## config.mk

```make
export PLATFORM = sky130hd
export DESIGN_NAME = binomial_divisibility_run_finder_unit
export DESIGN_NICKNAME = d
export VERILOG_FILES = /design/src/bdr_pkg.sv /design/src/bdr_ucode_rom.sv /design/src/bdr_seq.sv /design/src/bdr_dpath.sv /design/src/binomial_divisibility_run_finder_unit.sv
export SDC_FILE = /design/constraint.sdc
export NUM_CORES = 1
export LEC_CHECK = 0
export BUFFER_PORTS_ARGS = -buffer_cell sky130_fd_sc_hd__clkbuf_2
export CORE_UTILIZATION = 50
export DETAILED_ROUTE_END_ITERATION = 12
export PLACE_DENSITY_LB_ADDON = 0.2
export SLEW_MARGIN = 20
export SYNTH_ARGS = -nofsm -noshare
export SYNTH_HDL_FRONTEND = slang
export SYNTH_SLANG_ARGS = --single-unit
```

## constraint.sdc

```tcl
create_clock -name clk_i -period 7 [get_ports clk_i]
set_input_delay 0.7 -clock clk_i [delete_from_list [all_inputs] [get_ports clk_i]]
set_output_delay 0.7 -clock clk_i [all_outputs]
set_load 0.1 [all_outputs]
```

## src/bdr_pkg.sv

```systemverilog
// ----------------------------------------------------------------------------
// bdr_pkg
// types, codes and microcode layout of the binomial divisibility run finder
// ----------------------------------------------------------------------------
package bdr_pkg;

  localparam int unsigned ValueWidth  = 32;
  localparam int unsigned CfgIdxWidth = 1;

  typedef enum logic [CfgIdxWidth-1:0] {
    CFG_DIGIT_BASE = 1'b0,
    CFG_TOP_VALUE  = 1'b1
  } cfg_idx_e;

  typedef enum logic [2:0] {
    OP_NONE  = 3'd0,
    OP_LOAD  = 3'd1,
    OP_INIT  = 3'd2,
    OP_DSTEP = 3'd3,
    OP_CHECK = 3'd4,
    OP_EMIT  = 3'd5
  } op_e;

  typedef enum logic [2:0] {
    COND_IN_VALID  = 3'd0,
    COND_BOTH_ZERO = 3'd1,
    COND_CNT_LAST  = 3'd2,
    COND_DIGIT_GT  = 3'd3,
    COND_OUT_FREE  = 3'd4
  } cond_e;

  typedef enum logic [2:0] {
    STEP_WAIT = 3'd0,
    STEP_TEST = 3'd1,
    STEP_DIV  = 3'd2,
    STEP_CMP  = 3'd3,
    STEP_EMIT = 3'd4
  } step_e;

  typedef struct packed {
    op_e   op;
    cond_e cond;
    step_e jmp_true;
    step_e jmp_false;
  } uword_t;

  typedef struct packed {
    op_e  op;
    logic go;
  } ctrl_t;

  typedef struct packed {
    logic both_zero;
    logic cnt_last;
    logic digit_gt;
    logic out_free;
  } status_t;

endpackage

```

## src/bdr_ucode_rom.sv

```systemverilog
// ----------------------------------------------------------------------------
// bdr_ucode_rom
// control store: one control word per step of the digit test program
// ----------------------------------------------------------------------------
module bdr_ucode_rom (
  input  bdr_pkg::step_e  addr_i,
  output bdr_pkg::uword_t word_o
);

  always_comb begin
    case (addr_i)
      bdr_pkg::STEP_WAIT: begin
        word_o = '{bdr_pkg::OP_LOAD, bdr_pkg::COND_IN_VALID,
                   bdr_pkg::STEP_TEST, bdr_pkg::STEP_WAIT};
      end
      bdr_pkg::STEP_TEST: begin
        word_o = '{bdr_pkg::OP_INIT, bdr_pkg::COND_BOTH_ZERO,
                   bdr_pkg::STEP_EMIT, bdr_pkg::STEP_DIV};
      end
      bdr_pkg::STEP_DIV: begin
        word_o = '{bdr_pkg::OP_DSTEP, bdr_pkg::COND_CNT_LAST,
                   bdr_pkg::STEP_CMP, bdr_pkg::STEP_DIV};
      end
      bdr_pkg::STEP_CMP: begin
        word_o = '{bdr_pkg::OP_CHECK, bdr_pkg::COND_DIGIT_GT,
                   bdr_pkg::STEP_EMIT, bdr_pkg::STEP_TEST};
      end
      bdr_pkg::STEP_EMIT: begin
        word_o = '{bdr_pkg::OP_EMIT, bdr_pkg::COND_OUT_FREE,
                   bdr_pkg::STEP_WAIT, bdr_pkg::STEP_EMIT};
      end
      default: begin
        word_o = '{bdr_pkg::OP_NONE, bdr_pkg::COND_IN_VALID,
                   bdr_pkg::STEP_WAIT, bdr_pkg::STEP_WAIT};
      end
    endcase
  end

endmodule

```

## src/bdr_seq.sv

```systemverilog
// ----------------------------------------------------------------------------
// bdr_seq
// step counter with conditional jumps over the control store
// ----------------------------------------------------------------------------
module bdr_seq (
  input  logic             clk_i,
  input  logic             rst_ni,
  input  logic             in_valid_i,
  input  bdr_pkg::status_t status_i,
  output bdr_pkg::ctrl_t   ctrl_o,
  output logic             in_ready_o
);

  bdr_pkg::step_e  pc_q, pc_d;
  bdr_pkg::uword_t word;
  logic            go;

  bdr_ucode_rom u_rom (
    .addr_i (pc_q),
    .word_o (word)
  );

  always_comb begin
    case (word.cond)
      bdr_pkg::COND_IN_VALID:  go = in_valid_i;
      bdr_pkg::COND_BOTH_ZERO: go = status_i.both_zero;
      bdr_pkg::COND_CNT_LAST:  go = status_i.cnt_last;
      bdr_pkg::COND_DIGIT_GT:  go = status_i.digit_gt;
      bdr_pkg::COND_OUT_FREE:  go = status_i.out_free;
      default:                 go = 1'b0;
    endcase
  end

  assign pc_d       = go ? word.jmp_true : word.jmp_false;
  assign ctrl_o     = '{word.op, go};
  assign in_ready_o = (pc_q == bdr_pkg::STEP_WAIT);

  always_ff @(posedge clk_i or negedge rst_ni) begin
    if (!rst_ni) begin
      pc_q <= bdr_pkg::STEP_WAIT;
    end else begin
      pc_q <= pc_d;
    end
  end

endmodule

```

## src/bdr_dpath.sv

```systemverilog
// ----------------------------------------------------------------------------
// bdr_dpath
// config registers, twin restoring dividers, digit compare, run tracking
// ----------------------------------------------------------------------------
module bdr_dpath #(
  parameter int unsigned VALUE_WIDTH = bdr_pkg::ValueWidth
) (
  input  logic                                clk_i,
  input  logic                                rst_ni,
  input  logic                                cfg_we_i,
  input  logic [bdr_pkg::CfgIdxWidth-1:0]     cfg_idx_i,
  input  logic [VALUE_WIDTH-1:0]              cfg_wdata_i,
  input  bdr_pkg::ctrl_t                      ctrl_i,
  input  logic [VALUE_WIDTH-1:0]              sweep_value_i,
  input  logic                                final_item_i,
  input  logic                                out_ready_i,
  output bdr_pkg::status_t                    status_o,
  output logic                                out_valid_o,
  output logic                                divides_o,
  output logic                                run_closed_o,
  output logic [VALUE_WIDTH-1:0]              run_first_o,
  output logic [VALUE_WIDTH-1:0]              run_last_o
);

  localparam int unsigned CntWidth = $clog2(VALUE_WIDTH);
  localparam logic [CntWidth-1:0] CntMax = CntWidth'(VALUE_WIDTH - 1);
  localparam logic [VALUE_WIDTH-1:0] MinBase = VALUE_WIDTH'(2);

  logic [VALUE_WIDTH-1:0] base_cfg_q, top_cfg_q;
  logic [VALUE_WIDTH-1:0] p_q, t_q, m_q, t_orig_q, run_begin_q;
  logic [VALUE_WIDTH:0]   rt_q, rm_q;
  logic [CntWidth-1:0]    cnt_q;
  logic                   hit_q, fin_q, in_run_q, out_valid_q;
  logic                   divides_q, run_closed_q;
  logic [VALUE_WIDTH-1:0] run_first_q, run_last_q;

  logic [VALUE_WIDTH:0]   p_ext, rt_sh, rm_sh, rt_nx, rm_nx;
  logic                   rt_ge, rm_ge;
  logic                   out_free, do_emit;
  logic                   closed_miss, closed_fin, closed;
  logic [VALUE_WIDTH-1:0] begin_eff, first_d, last_d;

  // one restoring step on both dividends
  assign p_ext = {1'b0, p_q};
  assign rt_sh = {rt_q[VALUE_WIDTH-1:0], t_q[VALUE_WIDTH-1]};
  assign rm_sh = {rm_q[VALUE_WIDTH-1:0], m_q[VALUE_WIDTH-1]};
  assign rt_ge = (rt_sh >= p_ext);
  assign rm_ge = (rm_sh >= p_ext);
  assign rt_nx = rt_ge ? (rt_sh - p_ext) : rt_sh;
  assign rm_nx = rm_ge ? (rm_sh - p_ext) : rm_sh;

  // run bookkeeping for the finished item
  assign begin_eff   = (hit_q && !in_run_q) ? t_orig_q : run_begin_q;
  assign closed_miss = !hit_q && in_run_q;
  assign closed_fin  = fin_q && hit_q;
  assign closed      = closed_miss || closed_fin;
  assign first_d     = closed ? begin_eff : '0;
  assign last_d      = closed_fin  ? top_cfg_q :
                       closed_miss ? (t_orig_q - VALUE_WIDTH'(1)) : '0;

  assign out_free = !out_valid_q || out_ready_i;
  assign do_emit  = (ctrl_i.op == bdr_pkg::OP_EMIT) && ctrl_i.go;

  assign status_o = '{
    both_zero: (t_q == '0) && (m_q == '0),
    cnt_last:  (cnt_q == '0),
    digit_gt:  (rt_q > rm_q),
    out_free:  out_free
  };

  always_ff @(posedge clk_i or negedge rst_ni) begin
    if (!rst_ni) begin
      base_cfg_q  <= MinBase;
      top_cfg_q   <= '0;
      in_run_q    <= 1'b0;
      run_begin_q <= '0;
      out_valid_q <= 1'b0;
    end else begin
      if (cfg_we_i) begin
        case (bdr_pkg::cfg_idx_e'(cfg_idx_i))
          bdr_pkg::CFG_DIGIT_BASE: base_cfg_q <= cfg_wdata_i;
          bdr_pkg::CFG_TOP_VALUE:  top_cfg_q  <= cfg_wdata_i;
          default: ;
        endcase
      end
      if (do_emit) begin
        in_run_q    <= hit_q && !fin_q;
        run_begin_q <= begin_eff;
        out_valid_q <= 1'b1;
      end else if (out_ready_i) begin
        out_valid_q <= 1'b0;
      end
    end
  end

  always_ff @(posedge clk_i) begin
    case (ctrl_i.op)
      bdr_pkg::OP_LOAD: begin
        if (ctrl_i.go) begin
          t_q      <= sweep_value_i;
          t_orig_q <= sweep_value_i;
          m_q      <= top_cfg_q;
          p_q      <= (base_cfg_q < MinBase) ? MinBase : base_cfg_q;
          fin_q    <= final_item_i;
          hit_q    <= 1'b0;
        end
      end
      bdr_pkg::OP_INIT: begin
        rt_q  <= '0;
        rm_q  <= '0;
        cnt_q <= CntMax;
      end
      bdr_pkg::OP_DSTEP: begin
        rt_q  <= rt_nx;
        rm_q  <= rm_nx;
        t_q   <= {t_q[VALUE_WIDTH-2:0], rt_ge};
        m_q   <= {m_q[VALUE_WIDTH-2:0], rm_ge};
        cnt_q <= cnt_q - CntWidth'(1);
      end
      bdr_pkg::OP_CHECK: begin
        if (ctrl_i.go) begin
          hit_q <= 1'b1;
        end
      end
      bdr_pkg::OP_EMIT: begin
        if (ctrl_i.go) begin
          divides_q    <= hit_q;
          run_closed_q <= closed;
          run_first_q  <= first_d;
          run_last_q   <= last_d;
        end
      end
      default: ;
    endcase
  end

  assign out_valid_o  = out_valid_q;
  assign divides_o    = divides_q;
  assign run_closed_o = run_closed_q;
  assign run_first_o  = run_first_q;
  assign run_last_o   = run_last_q;

endmodule

```

## src/binomial_divisibility_run_finder_unit.sv

```systemverilog
// ----------------------------------------------------------------------------
// binomial_divisibility_run_finder_unit
// base-p digit comparison of t against m with tracking of runs of hits
// ----------------------------------------------------------------------------
// operation: for each base-p digit both t and m are divided by p in a bit-serial
//   restoring divider; an item ends once a digit of t exceeds that of m or both are
//   zero, and its result waits until the output register is free
// one item at a time: the next beat waits until the result has been emitted
// reset: no open run, digit_base = 2, top_value = 0, output register empty
module binomial_divisibility_run_finder_unit #(
  parameter int unsigned VALUE_WIDTH = bdr_pkg::ValueWidth
) (
  input  logic                            clk_i,
  input  logic                            rst_ni,
  input  logic                            cfg_we_i,
  input  logic [bdr_pkg::CfgIdxWidth-1:0] cfg_idx_i,
  input  logic [VALUE_WIDTH-1:0]          cfg_wdata_i,
  input  logic                            in_valid_i,
  output logic                            in_ready_o,
  input  logic [VALUE_WIDTH-1:0]          sweep_value_i,
  input  logic                            final_item_i,
  output logic                            out_valid_o,
  input  logic                            out_ready_i,
  output logic                            divides_o,
  output logic                            run_closed_o,
  output logic [VALUE_WIDTH-1:0]          run_first_o,
  output logic [VALUE_WIDTH-1:0]          run_last_o
);

  bdr_pkg::ctrl_t   ctrl;
  bdr_pkg::status_t status;

  bdr_seq u_seq (
    .clk_i      (clk_i),
    .rst_ni     (rst_ni),
    .in_valid_i (in_valid_i),
    .status_i   (status),
    .ctrl_o     (ctrl),
    .in_ready_o (in_ready_o)
  );

  bdr_dpath #(
    .VALUE_WIDTH (VALUE_WIDTH)
  ) u_dpath (
    .clk_i         (clk_i),
    .rst_ni        (rst_ni),
    .cfg_we_i      (cfg_we_i),
    .cfg_idx_i     (cfg_idx_i),
    .cfg_wdata_i   (cfg_wdata_i),
    .ctrl_i        (ctrl),
    .sweep_value_i (sweep_value_i),
    .final_item_i  (final_item_i),
    .out_ready_i   (out_ready_i),
    .status_o      (status),
    .out_valid_o   (out_valid_o),
    .divides_o     (divides_o),
    .run_closed_o  (run_closed_o),
    .run_first_o   (run_first_o),
    .run_last_o    (run_last_o)
  );

endmodule

```

=== After elaboration in Yosys (flattened, before gate mapping) ===
Index checks and enable logic that the tools add are counted.

* Magnitude comparators: 4
* Add/subtract/negate cells: 4
* Reductions and logical operators: 27
* Bitwise gates (word level): 1
* Equal/unequal tests: 15
* Multiplexer cells: 20

{| class="wikitable"
|+ Operators with widths
! kind !! number
|-
| $mux 32 || 5
|-
| $pmux 33 s2 || 2
|-
| $pmux 32 s2 || 2
|-
| $ge 33x32->1 || 2
|-
| $mux 33 || 2
|-
| $sub 33x32->33 || 2
|-
| $logic_not 32->1 || 2
|-
| $pmux 12 s5 || 1
|-
| $gt 33x33->1 || 1
|-
| $lt 32x2->1 const B || 1
|-
| $sub 32x1->32 const B || 1
|-
| $eq 3x2->1 const B || 6
|-
| $eq 3x3->1 const B || 4
|-
| $pmux 5 s2 || 1
|-
| $reduce_and 2->1 || 5
|-
| $eq 3x1->1 const B || 3
|-
| $reduce_bool 2->1 || 4
|-
| $logic_and 1x1->1 || 6
|-
| $logic_not 3->1 || 2
|-
| $logic_not 5->1 || 1
|-
| $pmux 1 s5 || 1
|-
| $sub 5x1->5 const B || 1
|-
| $logic_not 1->1 || 4
|-
| $mux 1 || 4
|-
| other kinds (6) || 8
|}

* Word-level logic and storage cells: 90
* Output and inout port bits: 68
* Register bits after elaboration: 368

=== Logic depth before layout (Yosys ltp) ===
Gate-level depths: netlist of run 1.

* Depth in word-level cells: 6
* Gate-level depth with buffers: 14

=== By module ===
From an unflattened synthesis of run 1, not the netlist that was laid out.

* Cell total of the unflattened synthesis: 1901
* Area, all modules: 19916.6 µm²

{| class="wikitable"
|+ Modules (own cells, without submodules)
! module !! cells each !! instances !! area an instance (µm²)
|-
| bdr_dpath || 1873 || 1 || 19628.8
|-
| bdr_seq || 15 || 1 || 192.7
|-
| bdr_ucode_rom || 13 || 1 || 95.1
|}

=== Least setup slack after synthesis of run 1 ===
Ideal clock, no wire load.

* Path type: reg-to-reg
* Start point: reg u_seq.pc_q[2]
* End point: reg u_dpath.m_q[0] (enable)
* Path buffers: 1
* Cell stages (with the launch flop): 9
* Arrival time: 6.411 ns
* Required time: 6.577 ns
* Path slack: 0.166 ns
* Cell sequence: dfrtp_1 > clkbuf_1 > inv_1 > or3_1 > a21oi_1 > a21oi_1 > o2111ai_1 > nand2_1 > nand2_1

* Word-level cells in the longest chain between the ends: 6
* Elaborated cells between the ends (all ways): 17
* Classes of those cells: eq/ne: 11; mux: 2; reduce/logical: 4

{| class="wikitable"
|+ RTL lines
! element !! line !! source
|-
| start: declaration || bdr_seq.sv:14 || <nowiki>bdr_pkg::step_e pc_q, pc_d;</nowiki>
|-
| start signal: assignment || bdr_seq.sv:40 || <nowiki>pc_q <= bdr_pkg::STEP_WAIT;</nowiki>
|-
| start signal: assignment || bdr_seq.sv:42 || <nowiki>pc_q <= pc_d;</nowiki>
|-
| $eq 3x3->1 (tied with other cells) || bdr_ucode_rom.sv:11 || <nowiki>case (addr_i)</nowiki>
|-
| $pmux 12 s5 (*) || bdr_ucode_rom.sv:11 ||
|-
| $eq 3x3->1 (tied with other cells) || bdr_seq.sv:24 || <nowiki>case (word.cond)</nowiki>
|-
| $pmux 1 s5 || bdr_seq.sv:24 ||
|-
| $ne 2x2->1 (no source line) || n/a ||
|-
| $reduce_and 2->1 (no source line) (*) || n/a ||
|-
| end signal: assignment || bdr_dpath.sv:102 || <nowiki>m_q <= top_cfg_q;</nowiki>
|-
| end signal: assignment || bdr_dpath.sv:117 || <nowiki>m_q <= {m_q[VALUE_WIDTH-2:0], rm_ge};</nowiki>
|-
| end: declaration || bdr_dpath.sv:30 || <nowiki>logic [VALUE_WIDTH-1:0] p_q, t_q, m_q, t_orig_q, run_begin_q;</nowiki>
|}

Every way passes the cells marked *; elsewhere a longest branch is shown, timed or not.
A chain may end at the register's enable or synchronous reset.

=== Worst setup path after layout of run 1 ===
* Start point: reg u_dpath.rt_q[2]
* End point: reg u_dpath.rt_q[28], data pin

* Word-level cells in the longest chain between the ends: 3
* Elaborated cells between the ends (all ways): 4
* Classes of those cells: add/sub: 1; order compare: 1; mux: 2

{| class="wikitable"
|+ RTL lines
! element !! line !! source
|-
| start: declaration || bdr_dpath.sv:31 || <nowiki>logic [VALUE_WIDTH:0] rt_q, rm_q;</nowiki>
|-
| start signal: assignment || bdr_dpath.sv:114 || <nowiki>rt_q <= rt_nx;</nowiki>
|-
| $sub 33x32->33 / $ge 33x32->1 (equally long branches) || bdr_dpath.sv:49, bdr_dpath.sv:47 ||
|-
| $mux 33 (*) || bdr_dpath.sv:49 || <nowiki>assign rt_nx = rt_ge ? (rt_sh - p_ext) : rt_sh;</nowiki>
|-
| $pmux 33 s2 (*) || bdr_dpath.sv:97 || <nowiki>case (ctrl_i.op)</nowiki>
|}

Marked as above.

==> impl_metrics.csv, run 1 <==
group,metric,value,unit
route,first_pass_iters,5,
pwr,pwr-share-comb,47.8,%
floorplanning,die-area,40100,sq um
clocking,cts_root_buf,"clkbuf_16",
route,ant_nets,0,
clocking,insertion_delay,0.54,ns
pwr,sw_frac_of_total,43.4,%
global_route,gr-usage-all-layers,25.6,%
clocking,ctsResizeCount,0,
synth,yosysWarnings,0,
worst_setup_path,startpoint,"u_dpath.rt_q[2]",
route,wl_per_cell,20.4,um
pwr,ir_worst_vdd,0.375,mV
clocking,clockBufferDepth,3,
worst_setup_path,r2r_cells,11,
worst_setup_path,cp-start-kind,"flip-flop",
clocking,post-cts-setup-buffer-count,0,
floorplanning,start_util,50.7,%
synth,synth_edf_count,267,
hold_path,hold_class,"input pin to async pin",
timing,hold_violations,0,
worst_setup_path,endpoint_kind,"flip-flop",
status,status,"completed",
clocking,htree_levels,2,
global_route,grt_pass1_wl,80600,um
global_route,grt_pass1_vias,14400,
synth,seq_area_frac_synth,53.7,%
synth,async_flop_share,27.4,%
timing,rsz0062_at_grt,"false",
global_route,gr-total-overflow,0,
cells_and_area,layout_common_cells,"nand2_1 (394), edfxtp_1 (267), clkbuf_2 (137)",
synth,synth_cells,1880,
floorplanning,pin_count,139,
cells_and_area,drive_gt1_share,16.5,%
cells_and_area,n_antenna_cell,0,
clocking,cts_sinks,368,
global_route,antenna_found_initial,1,
worst_setup_path,required,7.37,ns
worst_setup_path,endpoint,"u_dpath.rt_q[28]",
timing,post-route-period-util,61.3,%
worst_setup_path,rr_startpoint,"u_dpath.rt_q[2]",
route,routed_via_density,5.75,
cells_and_area,stdcell_area,22100,sq um
synth,ys_seq_elements,368,
flow_run,maxCapViolations,0,
worst_setup_path,path_class,"flip-flop to flip-flop",
route,vias,14500,
global_route,grt_start_max_net_pins,92,
clocking,cts_buffers,40,
clocking,path_clk_slew,0.06,ns
cells_and_area,final_common_cell,"nand2_1",
timing,clock_skew,0.0142,ns
synth,yosysUniqueCellTypes,73,
route,drcViolationCount,0,
worst_setup_path,cp.arrival,4.66,ns
synth,synth_ff_type,"edfxtp_1",
placement,dp_hpwl,37900,um
pwr,p_leak,9.14,nW
worst_setup_path,rrSetupSlack,2.71,ns
floorplanning,std_cell_rows,72,
synth,synth.avg_cell_area,10.5,sq um
synth,syn_area,19600,sq um
pwr,intPower,6.74,mW
synth,synth_nets,2052,
timing,setup-violations-final,0,
cells_and_area,fillers,3319,
pwr,switchingPower,5.18,mW
pwr,pwr-share-seq,33.8,%
floorplanning,die_h,200,um
timing,worstMarginPinSlew,1.02,ns
clocking,postCtsHoldBufs,0,
pwr,clkPwrFrac,18.4,%
route,wl,51600,um
worst_setup_path,worstPathMaxFanout,27,
timing,fmax,233,MHz
floorplanning,die_w,200,um
timing,tns,0,ns
timing,worst_hold_slack,0.0884,ns
worst_setup_path,reg2reg_to,"u_dpath.rt_q[28]",
cells_and_area,syn_to_final_growth,12.7,%
cells_and_area,fin_nets,2147,
pwr,powerDensity,538,nW/um^2
timing,final_max_slew_viol_count,0,
placement,port_buffers,138,
clocking,cts_tree,"done",
placement,placed_area,20800,sq um
floorplanning,core_area,38700,sq um
timing,relSlewSlack,32.2,%
timing,post-route-min-period,4.29,ns
cells_and_area,final_util,57.1,%
route,drt-initial-drc-count,1026,
placement,routabilityCongestion,0.922,
## through the flow
stage	cells	worst slack [ns]	power (mW)
finish	2525	2.71	11.9
floorplan	1880	0.166	8.23
CTS	2525	2.75	11.9
global route	2525	2.49	12.7
global placement	2451	2.79	9.56
detailed placement	2451	2.80	9.67
## cells in the mapped netlist (all sizes together), types with 3 or more instances
cell type  count  area share (%)
nand2        396             7.6
edfxtp       267              41
a21oi        137             3.5
nor2         101             1.9
dfrtp        100              13
ha            99             6.3
mux2          94             5.4
inv           86             1.6
clkbuf        83             1.6
o21ai         80             2.0
xnor2         53             2.4
a21o          37             1.4
nor4          32             1.1
xor2          28             1.2
nor3          27            0.69
nand3         26            0.66
a211oi        23            0.90
nor2b         21            0.67
nand4         20            0.64
buf           19            0.43
nand2b        16            0.55
o21a          12            0.46
mux2i         11            0.56
and3           8            0.25
o21bai         8            0.31
or3            7            0.22
or4            7            0.27
and2           6            0.19
o211ai         6            0.23
a31oi          5            0.16
o31a           5            0.22
o31ai          5            0.19
a2111oi        4            0.31
nand3b         4            0.15
or2            4            0.13
a211o          3            0.13
a21boi         3            0.11
a221o          3            0.15
a41oi          3            0.13
## area by class of cell
cell class / instances / area (sq um) / share of cell area [%]
sequential: 368 / 10500 / 47.6
multi-input combinational: 1324 / 8430 / 38.1
clock buffer: 53 / 1120 / 5.07
timing repair buffer: 155 / 821 / 3.71
tap: 518 / 648 / 2.93
inverter: 86 / 323 / 1.46
clock inverter: 21 / 244 / 1.10
## kinds of logic (layout without fill, tap and decap cells)
kind of cell / Yosys count / after routing / share of synthesized area, %
AOI/OAI and AO/OA: 356 / 356 / 11.4
and+or+nand+nor: 681 / 681 / 15.2
DFF: 368 / 368 / 53.7
muxes: 105 / 105 / 5.95
xor gates and xnor gates: 81 / 81 / 3.61
adders and majority gates: 101 / 101 / 6.51
buffers and inverters: 188 / 315 / 3.66
## worst min-delay path by stage
stage,start,endpoint,slack [ns],depth (start not counted)
after CTS,rst_ni,u_dpath.run_begin_q[20],0.09,1
after global placement,u_dpath.base_cfg_q[22],u_dpath.p_q[22],0.46,0
after global routing,rst_ni,u_dpath.run_begin_q[19],0.11,1
final,rst_ni,u_dpath.run_begin_q[19],0.09,1
after detailed placement,u_dpath.base_cfg_q[2],u_dpath.p_q[2],0.46,0
after floorplan,rst_ni,u_dpath.base_cfg_q[0],0.40,0
## flip-flops by register name, summed over array words and instances, names as in the netlist, 3 cells and up
| name | cells |
|---|---|
| u_dpath.rm_q | 33 |
| u_dpath.rt_q | 33 |
| u_dpath.base_cfg_q | 32 |
| u_dpath.m_q | 32 |
| u_dpath.p_q | 32 |
| u_dpath.run_begin_q | 32 |
| u_dpath.run_first_o | 32 |
| u_dpath.run_last_o | 32 |
| u_dpath.t_orig_q | 32 |
| u_dpath.t_q | 32 |
| u_dpath.top_cfg_q | 32 |
| u_dpath.cnt_q | 5 |
| u_seq.pc_q | 3 |
## metal layers
layer / up-vias / track usage, % / share of wire, %
met1: 7088 / 33.8 / 43
met3: 84 / 3.08 / 5.5
met5: - / 0 / 0.025
met4: 2 / 7.12 / 2.3
met2: 484 / 44.3 / 49
li1: 6872 / - / -
## worst max-delay path, cell delays in order, from the launching register on
cell      delay (ns)
edfxtp_1        0.43
ha_1            0.41
nand3_1         0.12
a21oi_1         0.25
o31ai_1         0.14
a21oi_1         0.42
a31oi_1         0.26
o21ai_1         0.53
a21o_1          0.59
buf_4           0.42
nand2_1         0.26
o22ai_1         0.29
## power groups by stage
| stage | Sequential, mW | Clock (mW) | Combinational, mW |
|---|---|---|---|
| after global placement | 4.02 | 0 | 5.54 |
| after global routing | 4.11 | 2.31 | 6.25 |
| after CTS | 4.02 | 2.22 | 5.66 |
| after detailed placement | 4.05 | 0 | 5.62 |
| final | 4.03 | 2.19 | 5.70 |
| after floorplan | 4.29 | 0 | 3.95 |
(Power assumes the default switching activity.)
==> run 2: changes to the inputs <==
==> constraint.sdc (replaced) <==
create_clock -name clk_i -period 3.5 [get_ports clk_i]
set_input_delay 0.35 -clock clk_i [delete_from_list [all_inputs] [get_ports clk_i]]
set_output_delay 0.35 -clock clk_i [all_outputs]
set_load 0.1 [all_outputs]
==> run 2 against run 1 <==
Compared with the run above: cell area increased by 2.6%; clock power increased by 100%; via count increased by 1.0%; combinational power increased by 110%; worst setup slack got worse by 2.6 ns; count of clock-buffer cells in the layout increased by 7; total power increased by 100%.
==> impl_metrics.csv, run 2 (synthesis results as in run 1) <==
group,metric,value,unit
global_route,gr-total-overflow,0,
clocking,insertion_delay,0.55,ns
route,drt-initial-drc-count,1204,
global_route,busiest_layer,"met2",
placement,port_buffers,138,
cells_and_area,stdcell_area,22700,sq um
floorplanning,start_util,50.7,%
route,routed_via_density,5.71,
clocking,path_clk_slew,0.06,ns
pwr,p_leak,9.42,nW
timing,post-route-period-util,95.7,%
worst_setup_path,crit_chain,"ha_1 -> a21o_1 -> a21o_1 -> a221o_1 -> a221oi_1 -> o211ai_1 -> o211ai_1 -> o2111ai_2 -> nand2_4 -> nand2_4",
placement,routabilityCongestion,0.920,
global_route,gr-usage-all-layers,25.5,%
route,ant_nets,0,
clocking,clockBufferDepth,3,
route,wl,51700,um
floorplanning,die_h,200,um
timing,worst_hold_slack,0.0214,ns
floorplanning,pin_count,139,
route,drcViolationCount,0,
timing,worstMarginPinSlew,0.949,ns
pwr,pwr-share-comb,48.9,%
cells_and_area,final_util,58.6,%
hold_path,holdPathStages,1,
timing,setup-violations-final,0,
timing,setup_ws,0.149,ns
timing,clock_skew,0.0239,ns
cells_and_area,layout_common_cells,"nand2_1 (393), edfxtp_1 (267), clkbuf_2 (137)",
timing,post-route-min-period,3.35,ns
global_route,gr-usage-met3,2.90,%
cells_and_area,drive_gt1_share,18.1,%
clocking,cts_buffers,40,
worst_setup_path,rrSetupSlack,0.15,ns
clocking,cts_sinks,368,
cells_and_area,top_regs,"u_dpath.rm_q: 33 flops, u_dpath.rt_q: 33 flops",
global_route,grt_pass1_vias,14500,
cells_and_area,final_common_cell,"nand2_1",
worst_setup_path,reg2reg_to,"u_dpath.t_q[24]",
route,vias,14700,
worst_setup_path,endpoint_kind,"flip-flop",
cells_and_area,n_antenna_cell,0,
pwr,powerDensity,1080,nW/um^2
timing,tns,0,ns
global_route,use_met1,34.3,%
worst_setup_path,critical-path-top-delay-family,"compound AO/OA/AOI/OAI gates",
worst_setup_path,slowest_stage,"edfxtp_1",
pwr,intPower,14.0,mW
worst_setup_path,worstPathMaxFanout,32,
worst_setup_path,slowest_delay,0.44,ns
worst_setup_path,r2r_cells,10,
hold_path,hold_class,"input pin to flip-flop",
timing,relSlewSlack,36.6,%
worst_setup_path,rr_startpoint,"u_dpath.rt_q[18]",
placement,dp_cells,2482,
pwr,p_total,24.4,mW
clocking,htree_levels,2,
pwr,pwr-share-seq,32.8,%
cells_and_area,fin_nets,2192,
route,wl_per_cell,20.1,um
placement,dp_hpwl,38300,um
worst_setup_path,cp.arrival,3.52,ns
pwr,sw_frac_of_total,42.7,%
worst_setup_path,required,3.67,ns
worst_setup_path,critPathBufInv,0,
worst_setup_path,cp-start-kind,"flip-flop",
status,status,"completed",
global_route,grt_use_met2,44.1,%
pwr,clkPwrFrac,18.3,%
cells_and_area,syn_to_final_growth,15.6,%
flow_run,maxCapViolations,0,
clocking,cts_root_buf,"clkbuf_16",
hold_path,hold_end,"u_dpath.t_orig_q[8]",
global_route,antenna_found_initial,0,
clocking,post-cts-setup-buffer-count,0,
global_route,grt_pass1_wl,80300,um
floorplanning,die-area,40100,sq um
hold_path,hp-start,"sweep_value_i[8]",
clocking,cts_tree,"done",
placement,dp_worst_setup_slack,-0.00116,ns
floorplanning,core_area,38700,sq um
global_route,grt_start_max_net_pins,78,
floorplanning,std_cell_rows,72,
floorplanning,die_w,200,um
placement,placed_area,21100,sq um
cells_and_area,post_layout_nonfiller_instances,2570,
worst_setup_path,path_class,"flip-flop to flip-flop",
route,first_pass_iters,5,
timing,fmax,298,MHz
pwr,ir_worst_vdd,0.539,mV
pwr,switchingPower,10.4,mW
timing,final_max_slew_viol_count,0,
timing,hold_violations,0,
==> run 2: worst max-delay path by stage <==
stage / endpoint / from / slack (ns) / cells after the start
floorplan: u_dpath.fin_q / u_seq.pc_q[2] / -0.36 / 8
global placement: u_dpath.t_q[13] / u_dpath.rm_q[18] / 0.07 / 11
detailed placement: u_dpath.t_q[16] / u_dpath.rm_q[18] / -0.001 / 11
CTS: u_dpath.t_orig_q[25] / u_dpath.rm_q[18] / 0.05 / 12
global route: u_dpath.rt_q[32] / u_dpath.rt_q[4] / -0.006 / 10
finish: u_dpath.t_q[24] / u_dpath.rt_q[18] / 0.15 / 10
==> run 2: per-layer routing <==
metal	vias up	wire length, um
met5	-	0
met4	0	912
met1	7215	22200
li1	6971	-
met2	427	25700
met3	67	2830
==> run 2: worst register-to-register path, delay by kind of cell, from the launching register on <==
kind | cells | cell delay, ns
AOI/OAI and AO/OA | 7 | 1.72
and+or+nand+nor | 2 | 0.50
DFF | 1 | 0.44
adders and majority gates | 1 | 0.33
==> run 2: final cells by class <==
cell class,instances,area (sq um)
repair buffers,199,1280
well taps,518,648
clock buffers,60,1210
inverters,86,329
clock inverters,14,194
multi-input cells,1325,8500
fillers,3308,16000
flip-flops and latches,368,10500
==> run 2: what timing repair did <==
action / 4_1_cts / 5_1_grt
pin swaps: 1 / 0
gates resized for setup: 1 / 6
endpoints found under the setup margin: 89 / 101
endpoints found under the hold margin: 12 / 74
hold buffers: 12 / 1
gates cloned: 1 / 0
==> run 2: power by group through the flow <==
stage	Combinational (mW)	Sequential (mW)	Clock, mW
3_3_place_gp	11.6	8.00	0
3_5_place_dp	11.7	8.08	0
2_1_floorplan	7.97	8.49	0
5_1_grt	13.1	8.18	4.69
4_1_cts	11.9	8.00	4.53
6_report	11.9	8.01	4.47
==> run 3: changes to the inputs <==
--- a/config.mk
+++ b/config.mk
@@ -6,9 +6,10 @@
 export NUM_CORES = 1
 export LEC_CHECK = 0
 export BUFFER_PORTS_ARGS = -buffer_cell sky130_fd_sc_hd__clkbuf_2
+export CORE_ASPECT_RATIO = 0.7
 export CORE_UTILIZATION = 50
 export DETAILED_ROUTE_END_ITERATION = 12
-export PLACE_DENSITY_LB_ADDON = 0.2
+export PLACE_DENSITY_LB_ADDON = 0.08
 export SLEW_MARGIN = 20
 export SYNTH_ARGS = -nofsm -noshare
 export SYNTH_HDL_FRONTEND = slang
==> run 3 against run 2 <==
Compared with the run above: critical endpoint is now u_dpath.t_q[7]; largest power group unchanged; combinational power increased by 11%; cell area rose by 2.1%; utilization grew 1.5 points.
==> impl_metrics.csv, run 3 (synthesis results as in run 1) <==
group,metric,value,unit
status,status,"completed",
clocking,cts_root_buf,"clkbuf_16",
worst_setup_path,worstPathMaxFanout,9,
route,vias,15000,
pwr,pwr-share-comb,52.1,%
cells_and_area,final_util,60.1,%
timing,final_max_slew_viol_count,0,
route,wl,54200,um
floorplanning,start_util,50.9,%
timing,rsz0062_at_grt,"true",
cells_and_area,syn_to_final_growth,18.1,%
worst_setup_path,cp-start-kind,"flip-flop",
cells_and_area,multi_input_area,8570,sq um
global_route,grt_start_max_net_pins,65,
clocking,htree_levels,2,
flow_run,maxCapViolations,0,
floorplanning,std_cell_rows,60,
timing,clock_skew,0.0150,ns
pwr,clkPwrFrac,16.3,%
route,first_pass_iters,5,
timing,worst_hold_slack,0.0220,ns
pwr,intPower,14.3,mW
placement,routabilityCongestion,0.930,
worst_setup_path,path_class,"flip-flop to flip-flop",
floorplanning,die-area,40100,sq um
clocking,cts_tree,"done",
floorplanning,die_w,239,um
cells_and_area,seq_area,10500,sq um
clocking,path_clk_slew,0.06,ns
global_route,grt_pass1_wl,82600,um
cells_and_area,fillers,3304,
cells_and_area,top_regs,"u_dpath.rm_q: 33 flops, u_dpath.rt_q: 33 flops",
global_route,antenna_found_initial,1,
placement,dp_hpwl,40300,um
floorplanning,core_area,38600,sq um
floorplanning,pin_count,139,
timing,post-route-min-period,3.49,ns
cells_and_area,final_common_cell,"nand2_1",
pwr,ir_worst_vdd,0.472,mV
clocking,cts_sinks,368,
floorplanning,die_h,168,um
timing,worstMarginPinSlew,0.955,ns
pwr,sw_frac_of_total,43.5,%
pwr,p_total,25.3,mW
route,ant_nets,0,
timing,post-route-period-util,99.6,%
worst_setup_path,cp.arrival,3.75,ns
pwr,pwr-share-seq,31.7,%
global_route,grt_pass1_vias,14100,
pwr,powerDensity,1090,nW/um^2
clocking,clockBufferDepth,3,
global_route,gr-usage-all-layers,27.1,%
clocking,cts_buffers,38,
clocking,insertion_delay,0.54,ns
worst_setup_path,endpoint_kind,"flip-flop",
timing,relSlewSlack,36.2,%
cells_and_area,layout_common_cells,"nand2_1 (392), edfxtp_1 (267), clkbuf_2 (137)",
pwr,switchingPower,11.0,mW
cells_and_area,drive_gt1_share,20.2,%
route,routed_via_density,5.71,
hold_path,hold_class,"input pin to flip-flop",
pwr,p_leak,9.64,nW
timing,hold_violations,0,
worst_setup_path,required,3.76,ns
timing,fmax,287,MHz
timing,setup-violations-final,0,
route,drt-initial-drc-count,1463,
placement,port_buffers,138,
global_route,gr-total-overflow,0,
route,drcViolationCount,0,
cells_and_area,fin_nets,2240,
route,wl_per_cell,20.6,um
-- run 3: cell count changes in the layout (fill, tap and decap cells not counted), moves of 3 or more --
cell and change:
buf_12 +5, clkinv_2 -3, clkbuf_8 +5, bufinv_16 -4, buf_4 +35, ha_1 -3
dlygate4sd3_1 +8
-- run 3: path summary, 6_finish.rpt --
path | start | endpoint | slack (ns) | cells after the start
max | u_dpath.rt_q[26] | u_dpath.t_q[7] | 0.01 | 14
min | sweep_value_i[28] | u_dpath.t_orig_q[28] | 0.02 | 1
max reg2reg | u_dpath.rt_q[26] | u_dpath.t_q[7] | 0.01 | 14
min reg2reg | u_dpath.base_cfg_q[16] | u_dpath.p_q[16] | 0.46 | 0
max in group asynchronous | rst_ni | u_dpath.top_cfg_q[28] | 2.25 | 3
min in group asynchronous | rst_ni | u_dpath.run_begin_q[4] | 0.48 | 2
-- run 3: what timing repair did --
item / in CTS / in global routing
gates cloned: 1 / 3
pin swaps: 0 / 8
buffers inserted: 4 / 4
endpoints found under the setup margin: 129 / 166
endpoints found under the hold margin: 77 / 2
hold buffers: 19 / 2
gates resized for setup: 7 / 16
-- run 3: metrics by stage --
stage | setup TNS (ns) | setup WS (ns) | instance area [sq um] | std cells
floorplan | -23.68 | -0.364 | 19700 | 1880
global placement | -9.38 | -0.165 | 21400 | 2522
detailed placement | -17.99 | -0.231 | 21400 | 2522
CTS | 0 | 0.00641 | 23000 | 2616
global route | -3.30 | -0.0638 | 23200 | 2626
finish | 0 | 0.0149 | 23200 | 2626
-- run 3: cell type report --
cell class | count | share of cell area (%)
inverters | 86 | 1.42
diodes | 1 | 0.0108
flip-flops and latches | 368 | 45.5
repair buffers | 250 | 7.90
multi-input cells | 1324 | 36.9
well taps | 527 | 2.84
clock inverters | 9 | 0.361
clock buffers | 61 | 5.09
-- run 3: critical path, stage by stage (launching register included) --
cell	delay [ns]
edfxtp_1	0.43
ha_1	0.32
nand4_1	0.18
nor3_2	0.24
buf_4	0.19
nand3_4	0.12
or4_4	0.50
o211ai_1	0.17
o211ai_1	0.14
buf_4	0.18
o2111ai_2	0.08
nand2_2	0.12
buf_4	0.18
nand2_8	0.14
clkbuf_16	0.21
-- run 3: power by group through the flow --
| stage | registers (mW) | clock network, mW | logic [mW] |
|---|---|---|---|
| after global placement | 8.01 | 0 | 12.3 |
| final | 8.00 | 4.11 | 13.2 |
| after global routing | 8.15 | 4.35 | 14.4 |
| after detailed placement | 8.06 | 0 | 12.4 |
| after floorplan | 8.49 | 0 | 7.97 |
| after CTS | 7.97 | 4.18 | 12.7 |
-- run 3: per-layer routing --
metal	wire length [um]	global-route usage, %	part of all wire [%]
met2	21800	37.1	40
met3	4510	6.03	8.3
met5	0	0	0
met1	26900	43.3	50
met4	972	5.94	1.8
